$ cat config.mk
export PLATFORM = sky130hd
export DESIGN_NAME = modular_exponentiation_64_unit
export DESIGN_NICKNAME = d
export VERILOG_FILES = /design/src/hdl/mexp_pkg.sv /design/src/hdl/modular_exponentiation_64_unit.sv /design/src/hdl/mexp_modmul.sv
export VERILOG_INCLUDE_DIRS = /design/src /design/src/hdl
export SDC_FILE = /design/constraint.sdc
export NUM_CORES = 1
export LEC_CHECK = 0
export ABC_CLOCK_PERIOD_IN_PS = 12500
export CAP_MARGIN = 20
export CORE_UTILIZATION = 50
export DETAILED_ROUTE_END_ITERATION = 8
export DONT_BUFFER_PORTS = 1
export SYNTH_ARGS = -nofsm -noshare
export SYNTH_HDL_FRONTEND = slang
export SYNTH_SLANG_ARGS = --single-unit
$ cat constraint.sdc
create_clock -name clk_i -period 12.5 [get_ports clk_i]
set_input_delay 1.25 -clock clk_i [delete_from_list [all_inputs] [get_ports clk_i]]
set_output_delay 1.25 -clock clk_i [all_outputs]
set_load 0.1 [all_outputs]
$ cat src/hdl/assert_macros.svh
// ----------------------------------------------------------------------------
// Assertion macros
// Shared concurrent assertion helpers. They expand to nothing in synthesis.
// ----------------------------------------------------------------------------
`ifndef ASSERT_MACROS_SVH
`define ASSERT_MACROS_SVH
`ifndef SYNTHESIS
// Implication checked on every clock edge outside of reset.
`define ASSERT_RST(label, clk, rst_n, prop, msg) \
  label: assert property (@(posedge clk) disable iff (!rst_n) prop) else $error(msg);
// Condition in one cycle requires a consequence in the next cycle.
`define ASSERT_RST_NEXT(label, clk, rst_n, pre, post, msg) \
  label: assert property (@(posedge clk) disable iff (!rst_n) (pre) |=> (post)) \
    else $error(msg);
`else
`define ASSERT_RST(label, clk, rst_n, prop, msg)
`define ASSERT_RST_NEXT(label, clk, rst_n, pre, post, msg)
`endif
`endif

$ cat src/hdl/mexp_pkg.sv
// ----------------------------------------------------------------------------
// mexp_pkg
// Shared widths, the fixed prime and the multiplier status type.
// ----------------------------------------------------------------------------
package mexp_pkg;

  localparam int unsigned MEXP_W     = 64;
  localparam int unsigned MEXP_CNT_W = $clog2(MEXP_W);

  // The prime 2^64 - 59.
  localparam logic [MEXP_W-1:0] MEXP_PRIME = 64'hFFFF_FFFF_FFFF_FFC5;

  typedef struct packed {
    logic busy;
    logic done;
  } mexp_mm_status_t;

endpackage

$ cat src/hdl/modular_exponentiation_64_unit.sv
// ----------------------------------------------------------------------------
// modular_exponentiation_64_unit: base^exponent mod 2^64-59, square-and-multiply
// An item needs 64+popcount(exponent) products in one shared multiplier.
// The unit works on one item at a time and takes no new word until the last is finished.
// Reset clears the sequencer and the output valid; no clearing pass is needed.
// ----------------------------------------------------------------------------
`include "assert_macros.svh"

module modular_exponentiation_64_unit (
  input  logic                        clk_i,
  input  logic                        rst_ni,
  input  logic                        in_valid_i,
  output logic                        in_stall_o,
  input  logic [mexp_pkg::MEXP_W-1:0] base_i,
  input  logic [mexp_pkg::MEXP_W-1:0] exponent_i,
  output logic                        out_valid_o,
  input  logic                        out_stall_i,
  output logic [mexp_pkg::MEXP_W-1:0] power_mod_prime_o
);
  import mexp_pkg::*;

  // Sequencer states. The exponent is scanned from its top bit down; every
  // bit costs one squaring, and a set bit costs one more product by the base.
  localparam logic [2:0] S_IDLE     = 3'd0;
  localparam logic [2:0] S_SQ       = 3'd1;
  localparam logic [2:0] S_SQ_WAIT  = 3'd2;
  localparam logic [2:0] S_MUL      = 3'd3;
  localparam logic [2:0] S_MUL_WAIT = 3'd4;
  localparam logic [2:0] S_DONE     = 3'd5;

  localparam logic [MEXP_CNT_W-1:0] LastBit = MEXP_CNT_W'(MEXP_W - 1);
  localparam logic [MEXP_W-1:0]     One     = MEXP_W'(1);

  logic [2:0]            state_q, state_d;
  logic [MEXP_W-1:0]     base_q, base_d;
  logic [MEXP_W-1:0]     exp_q, exp_d;
  logic [MEXP_W-1:0]     r_q, r_d;
  logic [MEXP_CNT_W-1:0] bit_q, bit_d;
  logic [MEXP_W-1:0]     res_q, res_d;
  logic                  out_valid_q, out_valid_d;

  logic                  accept;
  logic [MEXP_W-1:0]     base_red;
  logic                  mm_start;
  logic [MEXP_W-1:0]     mm_b;
  logic [MEXP_W-1:0]     mm_product;
  mexp_mm_status_t       mm_status;

  // The block takes a new word only when the sequencer is idle.
  assign in_stall_o = (state_q != S_IDLE);
  assign accept     = in_valid_i && !in_stall_o;

  // Twice the prime exceeds 2^64, so one subtraction puts any base in range.
  assign base_red = (base_i >= MEXP_PRIME) ? (base_i - MEXP_PRIME) : base_i;

  // The multiplier is launched for one cycle from a start state. The running
  // result is always the first operand; the second is itself when squaring
  // and the reduced base when multiplying.
  assign mm_start = (state_q == S_SQ) || (state_q == S_MUL);
  assign mm_b     = (state_q == S_SQ) ? r_q : base_q;

  mexp_modmul u_modmul (
    .clk_i     (clk_i),
    .rst_ni    (rst_ni),
    .start_i   (mm_start),
    .a_i       (r_q),
    .b_i       (mm_b),
    .product_o (mm_product),
    .status_o  (mm_status)
  );

  always_comb begin
    state_d     = state_q;
    base_d      = base_q;
    exp_d       = exp_q;
    r_d         = r_q;
    bit_d       = bit_q;
    res_d       = res_q;
    out_valid_d = out_valid_q;

    // A waiting result leaves as soon as the consumer takes it.
    if (out_valid_q && !out_stall_i) begin
      out_valid_d = 1'b0;
    end

    unique case (state_q)
      S_IDLE: begin
        if (accept) begin
          base_d  = base_red;
          exp_d   = exponent_i;
          r_d     = One;
          bit_d   = '0;
          state_d = S_SQ;
        end
      end
      S_SQ: begin
        state_d = S_SQ_WAIT;
      end
      S_SQ_WAIT: begin
        if (mm_status.done) begin
          r_d = mm_product;
          if (exp_q[MEXP_W-1]) begin
            state_d = S_MUL;
          end else if (bit_q == LastBit) begin
            state_d = S_DONE;
          end else begin
            bit_d   = bit_q + 1'b1;
            exp_d   = {exp_q[MEXP_W-2:0], 1'b0};
            state_d = S_SQ;
          end
        end
      end
      S_MUL: begin
        state_d = S_MUL_WAIT;
      end
      S_MUL_WAIT: begin
        if (mm_status.done) begin
          r_d = mm_product;
          if (bit_q == LastBit) begin
            state_d = S_DONE;
          end else begin
            bit_d   = bit_q + 1'b1;
            exp_d   = {exp_q[MEXP_W-2:0], 1'b0};
            state_d = S_SQ;
          end
        end
      end
      S_DONE: begin
        // Hold the finished power until the output register is free.
        if (!out_valid_q || !out_stall_i) begin
          res_d       = r_q;
          out_valid_d = 1'b1;
          state_d     = S_IDLE;
        end
      end
      default: begin
        state_d = S_IDLE;
      end
    endcase
  end

  always_ff @(posedge clk_i or negedge rst_ni) begin
    if (!rst_ni) begin
      state_q     <= S_IDLE;
      bit_q       <= '0;
      out_valid_q <= 1'b0;
    end else begin
      state_q     <= state_d;
      bit_q       <= bit_d;
      out_valid_q <= out_valid_d;
    end
  end

  always_ff @(posedge clk_i) begin
    base_q <= base_d;
    exp_q  <= exp_d;
    r_q    <= r_d;
    res_q  <= res_d;
  end

  assign out_valid_o       = out_valid_q;
  assign power_mod_prime_o = res_q;

  // The multiplier must never be relaunched while it is still working.
  `ASSERT_RST(a_start_idle_mm, clk_i, rst_ni, mm_start |-> !mm_status.busy,
              "modmul restarted while busy")
  // A finished product is only expected while the sequencer waits for it.
  `ASSERT_RST(a_done_in_wait, clk_i, rst_ni,
              mm_status.done |-> (state_q == S_SQ_WAIT || state_q == S_MUL_WAIT),
              "unexpected modmul done")
  // The running result stays reduced below the prime during a computation.
  `ASSERT_RST(a_r_reduced, clk_i, rst_ni, (state_q != S_IDLE) |-> (r_q < MEXP_PRIME),
              "running result not reduced")
  // Leaving the final state always presents a result.
  `ASSERT_RST_NEXT(a_done_presents, clk_i, rst_ni,
                   (state_q == S_DONE) && (state_d == S_IDLE),
                   out_valid_o && (power_mod_prime_o < MEXP_PRIME),
                   "result missing or out of range")

endmodule

$ cat src/hdl/mexp_modmul.sv
// ----------------------------------------------------------------------------
// mexp_modmul
// Bit-serial modular multiplier: one multiplier bit per cycle.
// ----------------------------------------------------------------------------
module mexp_modmul (
  input  logic                              clk_i,
  input  logic                              rst_ni,
  input  logic                              start_i,
  input  logic [mexp_pkg::MEXP_W-1:0]       a_i,
  input  logic [mexp_pkg::MEXP_W-1:0]       b_i,
  output logic [mexp_pkg::MEXP_W-1:0]       product_o,
  output mexp_pkg::mexp_mm_status_t         status_o
);
  import mexp_pkg::*;

  localparam logic [MEXP_W:0]       PrimeX  = {1'b0, MEXP_PRIME};
  localparam logic [MEXP_CNT_W-1:0] LastCnt = MEXP_CNT_W'(MEXP_W - 1);

  logic [MEXP_W-1:0]     a_q, a_d;
  logic [MEXP_W-1:0]     b_q, b_d;
  logic [MEXP_W-1:0]     acc_q, acc_d;
  logic [MEXP_CNT_W-1:0] cnt_q, cnt_d;
  logic                  busy_q, busy_d;
  logic                  done_q, done_d;

  logic [MEXP_W:0]   sum, sum_red, dbl, dbl_red;
  logic [MEXP_W-1:0] acc_add, a_dbl;

  // Both operands stay below the prime, so one conditional subtraction
  // brings the sum and the doubled value back into range.
  always_comb begin
    sum     = {1'b0, acc_q} + {1'b0, a_q};
    sum_red = sum - PrimeX;
    acc_add = (sum >= PrimeX) ? sum_red[MEXP_W-1:0] : sum[MEXP_W-1:0];
    dbl     = {a_q, 1'b0};
    dbl_red = dbl - PrimeX;
    a_dbl   = (dbl >= PrimeX) ? dbl_red[MEXP_W-1:0] : dbl[MEXP_W-1:0];
  end

  always_comb begin
    a_d    = a_q;
    b_d    = b_q;
    acc_d  = acc_q;
    cnt_d  = cnt_q;
    busy_d = busy_q;
    done_d = 1'b0;
    if (start_i) begin
      a_d    = a_i;
      b_d    = b_i;
      acc_d  = '0;
      cnt_d  = '0;
      busy_d = 1'b1;
    end else if (busy_q) begin
      if (b_q[0]) begin
        acc_d = acc_add;
      end
      a_d   = a_dbl;
      b_d   = {1'b0, b_q[MEXP_W-1:1]};
      cnt_d = cnt_q + 1'b1;
      if (cnt_q == LastCnt) begin
        busy_d = 1'b0;
        done_d = 1'b1;
      end
    end
  end

  always_ff @(posedge clk_i or negedge rst_ni) begin
    if (!rst_ni) begin
      cnt_q  <= '0;
      busy_q <= 1'b0;
      done_q <= 1'b0;
    end else begin
      cnt_q  <= cnt_d;
      busy_q <= busy_d;
      done_q <= done_d;
    end
  end

  always_ff @(posedge clk_i) begin
    a_q   <= a_d;
    b_q   <= b_d;
    acc_q <= acc_d;
  end

  assign product_o     = acc_q;
  assign status_o.busy = busy_q;
  assign status_o.done = done_q;

endmodule

==> results of run 1 <==
==> per-layer routing <==
layer	wire length [um]	part of all wire	vias to the layer above
met2	36060	0.42	1032
met4	2190	0.025	0
li1	-	-	9698
met1	39540	0.46	10436
met3	8203	0.095	108
met5	0	0	-
==> layout make-up <==
cell class | instances | area [sq um] | area share
clock buffers | 63 | 1310 | 0.04563
clock inverters | 27 | 265.3 | 0.009239
inverters | 41 | 153.9 | 0.005361
multi-input cells | 1974 | 12670 | 0.4413
flip-flops and latches | 466 | 13270 | 0.4621
well taps | 688 | 860.8 | 0.02998
repair buffers | 23 | 182.7 | 0.006363
==> flip-flops by register name (all words and copies together), names as in the netlist <==
register and flops:
base_q 64, bit_q 6, exp_q 64, out_valid_o 1, power_mod_prime_o 64, r_q 64
state_q 3, u_modmul.a_q 64, u_modmul.b_q 64, u_modmul.busy_q 1, u_modmul.cnt_q 6, u_modmul.done_q 1
u_modmul.product_o 64
==> kinds of logic after synthesis <==
logic type | share of synthesized area
and+or+nand+nor | 0.1761
AOI/OAI and AO/OA | 0.1786
DFF | 0.4987
buffers and inverters | 0.02846
xor gates and xnor gates | 0.05401
muxes | 0.02992
adders and majority gates | 0.03416
==> worst max-delay path, delay by kind of cell, from the launching register on <==
family / cells / cell delay, ps
compound gates: 7 / 3360
simple gates: 4 / 1560
flops: 1 / 520
fa+ha+maj: 1 / 490
buf+inv: 1 / 430
xor+xnor: 1 / 300
==> worst max path at each step <==
stage / start / end / slack (ps) / cells after the start
CTS: u_modmul.a_q[2]$_DFFE_PP_ / u_modmul.product_o[35]$_SDFFE_PN0P_ / 5890 / 16
finish: u_modmul.a_q[45]$_DFFE_PP_ / u_modmul.product_o[35]$_SDFFE_PN0P_ / 5730 / 14
global route: u_modmul.a_q[17]$_DFFE_PP_ / u_modmul.product_o[35]$_SDFFE_PN0P_ / 5520 / 15
global placement: u_modmul.a_q[2]$_DFFE_PP_ / u_modmul.product_o[35]$_SDFFE_PN0P_ / 5900 / 16
detailed placement: u_modmul.a_q[2]$_DFFE_PP_ / u_modmul.product_o[35]$_SDFFE_PN0P_ / 5930 / 16
floorplan: in_valid_i / exp_q[63]$_DFFE_PP_ / 7620 / 5
==> placed cells by master (no fill, tap or decap), types with 71 or more instances in the layout <==
master,instances
nand2_1,306
xnor2_1,98
nor2_1,143
nand4_1,85
mux2i_1,75
edfxtp_1,384
ha_1,71
o21ai_0,260
and2_1,83
a21oi_1,160
==> stage by stage <==
step                utilization  std cells  hold slack [ps]
global placement         0.5159       3190            461.2
finish                   0.5463       3282            357.5
CTS                      0.5462       3281            327.9
detailed placement       0.5162       3191            464.3
floorplan                     -       2632            438.2
global route             0.5463       3282            334.0
==> out/metrics.csv, run 1 <==
stage,metric,value,unit
global_routing,GR Util All Layers,0.3117,
layout,design area,0.02871,sq mm
global_routing,first-pass GRT wire length,125900,um
timing,final hold violation count,0,
logic_synthesis,"top cells by count, synth","edfxtp_1 (384), nand2_1 (307), o21ai_0 (260)",
timing,setup TNS,0,ps
logic_synthesis,"area leader, netlist",edfxtp_1,
die,CORE AREA,0.05255,sq mm
clocking,CTS Buf Count,50,
layout,area grow syn2layout,7.951,%
place,Port Buffers,0,
global_routing,met1 Track Usage GR,0.4762,
worst_setup_path,Setup CP Type,reg2reg,
worst_setup_path,reg2reg start,u_modmul.a_q[45]$_DFFE_PP_,
global_routing,GRT overflow,0,
place,Place WS,5926,ps
global_routing,grt peak-use layer,met1,
logic_synthesis,#FFs+latches synth,466,
hold_path,worst min-delay path category,in2async,
layout,NumNets Final,2760,
global_routing,GR Util met3,0.06924,
die,Rows,84,
place,Post-DP Area,0.02713,sq mm
logic_synthesis,yosys warns,0,
drt,vias,21274,
worst_setup_path,CP peak stage delay,810,ps
status,status,completed,
clocking,htree depth,2,
worst_setup_path,Worst path slowest cell,a211oi_1,
logic_synthesis,net count after synthesis,2836,
die,Die Span X,232.6,um
timing,worst rel slew slack,0.2857,
global_routing,largest net degree at the start of global routing,113,
timing,fmax,147.6,MHz
worst_setup_path,type of element capturing the critical path,register,
drt,Antenna Nets Post-Route,0,
drt,DRC,0,
die,chip height,232.6,um
logic_synthesis,sequential share of the synthesized area,0.4987,
logic_synthesis,"count leader, synth",edfxtp_1,
clocking,clk_lat worst skew,600,ps
timing,RSZ-0062 raised after global routing,false,
timing,Final min period,6774,ps
worst_setup_path,"Arr. time, crit path",7280,ps
timing,setup ws final,5726,ps
drt,initial DRC count,2491,
global_routing,GR Util met2,0.4393,
worst_setup_path,Reg2Reg Setup Slack,5730,ps
worst_setup_path,worst path cell trace,ha_1 -> a21oi_1 -> a21boi_0 -> o21ai_0 -> a211oi_1 -> xnor2_1 -> nand4_1 -> nor4_1 -> nor3b_2 -> o2111ai_4 -> buf_4 -> a2111oi_2 -> nand4_1 -> a211oi_1,
clocking,Post-CTS Setup Bufs,0,
timing,Worst-Margin Slew,1071,ps
drt,DR vias/cell,6.482,
global_routing,initial antenna violation count,2,
clocking,TritonCTS clock tree,yes,
timing,Fin Clk Skew,27.13,ps
logic_synthesis,Syn Std Cell Area,0.02659,sq mm
clocking,"CTS clk-pin slew, worst paths",60,ps
logic_synthesis,top_reg_cell synth,edfxtp_1,
logic_synthesis,mean area per synthesized cell,10.10,sq um
clocking,CTS max path bufs,3,
logic_synthesis,Post-synth EDFFs,384,
place,dpl hpwl,64550,um
clocking,# clock sinks,466,
timing,Final Setup Violations,0,
die,io pins,198,
worst_setup_path,Setup crit start kind,register,
clocking,post-cts hold buffer count,0,
clocking,CTS root buffer,clkbuf_16,
die,total die area,0.05411,sq mm
logic_synthesis,Cells after Synth,2632,
worst_setup_path,R2R Path End,u_modmul.product_o[35]$_SDFFE_PN0P_,
drt,routed wire length,85990,um
timing,fin crit share,0.5419,
drt,DR pass1 iterations,6,
timing,max-slew violation count,0,
logic_synthesis,ys async rst share,0.03863,
worst_setup_path,R2R depth,14,
drt,WL/cell,26.20,um
logic_synthesis,Synth cell types,95,
worst_setup_path,critical path peak fanout,30,
layout,Filler Cell Count,4645,
worst_setup_path,Worst Path Required,13000,ps
layout,ANT cells,0,
logic_synthesis,Synth top area share,0.4336,
flow_run,max-cap violations,0,
place,RePlAce Congestion,0.9500,
die,Starting Density,0.5061,
global_routing,number of global-route vias before repair,19591,
layout,layout cell share with drive strength beyond 1,0.06014,
clocking,Post-CTS Resized,0,
logic_synthesis,"top cells by area, synth","edfxtp_1 (43%), o21ai_0 (4.9%), dfxtp_1 (4.8%)",
Power of run 1 is left out: the tool's default activity adds up to more than one toggle a clock period on the data nets, which glitch-free logic cannot reach.
==> inputs of run 2 (changes only) <==
ABC_CLOCK_PERIOD_IN_PS = 6600   (was 12500)
clock period = 6.6 ns   (was 12.5 ns; I/O delays follow)
==> run 2 against run 1 <==
  * Global-route usage hardly changed
  * Register-to-register slack worse by 5300 ps
  * Non-clock buffer count grew 23
  * Flip-flop and latch count unchanged
  * Utilization increased by 0.65 points
  * Final cell count is 0.76% higher
  * Fmax is 9.2% higher
  * First-iteration DRC count decreased by 2.6%
  * Clock-buffer cell count shrank 6
  * Wire length is essentially flat
  * Via count is 0.39% higher
==> out/metrics.csv, run 2 (same netlist as run 1, synthesis figures left out) <==
stage,metric,value,unit
drt,Antenna Nets Post-Route,0,
hold_path,HP Start,base_i[4],
layout,register area,0.01327,sq mm
timing,worst rel slew slack,0.2671,
global_routing,GR Util met3,0.06005,
flow_run,max-cap violations,0,
timing,final hold violation count,0,
clocking,CTS root buffer,clkbuf_16,
worst_setup_path,type of element capturing the critical path,register,
worst_setup_path,Worst path slowest cell,a211oi_1,
worst_setup_path,reg2reg start,u_modmul.a_q[2]$_DFFE_PP_,
drt,DRC,0,
die,io pins,198,
timing,Fin Clk Skew,14.41,ps
worst_setup_path,CP peak stage delay,670,ps
timing,setup TNS,0,ps
drt,routed wire length,85930,um
global_routing,grt peak-use layer,met1,
die,Rows,84,
hold_path,WHS Path Cells,1,
worst_setup_path,R2R Path End,u_modmul.product_o[15]$_SDFFE_PN0P_,
layout,"commonest non-fill, non-tap cells in the layout","edfxtp_1 (384), nand2_1 (306), o21ai_0 (260)",
place,RePlAce Congestion,0.9908,
drt,DR vias/cell,6.458,
die,CORE AREA,0.05255,sq mm
global_routing,GR Util All Layers,0.3116,
clocking,Post-CTS Setup Bufs,0,
drt,WL/cell,25.98,um
layout,NumNets Final,2783,
global_routing,first-pass GRT wire length,125400,um
clocking,# clock sinks,466,
hold_path,Worst Hold Endpoint,base_q[4]$_DFFE_PP_,
timing,Final min period,6202,ps
global_routing,number of global-route vias before repair,19689,
layout,Filler Cell Count,4646,
layout,layout cell share with drive strength beyond 1,0.07102,
global_routing,initial antenna violation count,0,
layout,area grow syn2layout,9.236,%
clocking,htree depth,2,
clocking,TritonCTS clock tree,yes,
timing,Final Setup Violations,0,
worst_setup_path,Setup crit start kind,register,
clocking,clk_lat worst skew,600,ps
die,total die area,0.05411,sq mm
layout,ANT cells,0,
drt,DR pass1 iterations,8,
clocking,Post-CTS Resized,0,
global_routing,GR Util met2,0.4293,
hold_path,worst min-delay path category,in2reg,
place,Port Buffers,0,
global_routing,met1 Track Usage GR,0.4798,
timing,hold_ws,261.5,ps
worst_setup_path,Worst Path Required,7020,ps
clocking,CTS max path bufs,3,
timing,RSZ-0062 raised after global routing,false,
global_routing,largest net degree at the start of global routing,116,
worst_setup_path,Reg2Reg Setup Slack,400,ps
worst_setup_path,critical path peak fanout,17,
timing,Worst-Margin Slew,1099,ps
timing,fin crit share,0.9397,
drt,initial DRC count,2426,
clocking,CTS Buf Count,49,
clocking,"CTS clk-pin slew, worst paths",60,ps
timing,fmax,161.2,MHz
die,Die Span X,232.6,um
timing,max-slew violation count,0,
layout,"most common cell after layout, fill and taps aside",edfxtp_1,
status,status,completed,
worst_setup_path,R2R depth,15,
place,dpl hpwl,64860,um
drt,vias,21358,
worst_setup_path,"Arr. time, crit path",6620,ps
worst_setup_path,Setup CP Type,reg2reg,
die,Starting Density,0.5061,
layout,area of the multi-input gates,0.01268,sq mm
worst_setup_path,worst path cell trace,ha_1 -> nor2b_2 -> o311ai_1 -> o22a_1 -> nand2_1 -> a211oi_1 -> a22oi_1 -> xnor2_1 -> or4b_1 -> nor3b_2 -> o2111ai_4 -> buf_4 -> a2111oi_2 -> xor2_1 -> a21oi_1,
global_routing,GRT overflow,0,
die,chip height,232.6,um
-- run 2: cell count changes in the layout (fill, tap and decap cells not counted), moves of 2 or more --
cell	previous run	this run
inv_6	0	2
bufinv_16	4	10
clkbuf_1	12	7
buf_4	21	44
-- run 2: routing by layer --
layer,vias to the layer above,wire [um]
met2,974,35170
met1,10474,40150
met4,0,3009
met3,152,7597
li1,9758,-
met5,-,0
-- run 2: worst max path at each step --
stage               slack (ps)                                  end                 startpoint  cells past startpoint
floorplan                 1920  u_modmul.product_o[51]$_SDFFE_PN0P_  u_modmul.a_q[0]$_DFFE_PP_                     16
global placement           450  u_modmul.product_o[15]$_SDFFE_PN0P_  u_modmul.a_q[2]$_DFFE_PP_                     15
detailed placement         490  u_modmul.product_o[15]$_SDFFE_PN0P_  u_modmul.a_q[2]$_DFFE_PP_                     15
CTS                        470  u_modmul.product_o[15]$_SDFFE_PN0P_  u_modmul.a_q[0]$_DFFE_PP_                     17
global route               140  u_modmul.product_o[15]$_SDFFE_PN0P_  u_modmul.a_q[0]$_DFFE_PP_                     17
finish                     400  u_modmul.product_o[15]$_SDFFE_PN0P_  u_modmul.a_q[2]$_DFFE_PP_                     15
-- run 2: through the flow --
step | instance area [sq um] | util | cells | setup WS [ps]
2_1_floorplan | 26590 | - | 2632 | 1918
3_3_place_gp | 27300 | 0.5195 | 3214 | 452.1
3_5_place_dp | 27300 | 0.5195 | 3214 | 489.6
4_1_cts | 29040 | 0.5525 | 3306 | 469.8
5_1_grt | 29050 | 0.5528 | 3307 | 139.7
6_report | 29050 | 0.5528 | 3307 | 398.0
-- run 2: area by class of cell --
cell class                 count  area share
inverter                      41    0.005298
sequential                   466      0.4567
multi-input combinational   1975      0.4366
tap                          688     0.02963
clock buffer                  57     0.04359
clock inverter                34     0.01576
timing repair buffer          46     0.01240
-- run 2: timing repair --
| action | CTS | global route |
|---|---|---|
| hold endpoints to repair | 18 | 0 |
| hold buffers | 1 | 0 |
| endpoints found under the setup margin | 0 | 1 |
-- run 2: critical path: cells and delay by family, from the launching register on --
| family | cells | cell delay (ps) |
|---|---|---|
| buffers and inverters | 1 | 350 |
| XOR/XNOR | 2 | 510 |
| flip-flops | 1 | 510 |
| adder cells (fa/ha/maj) | 1 | 450 |
| AO/OA/AOI/OAI | 7 | 2650 |
| AND/OR/NAND/NOR | 4 | 1540 |
Power of run 2 is left out for the same reason.
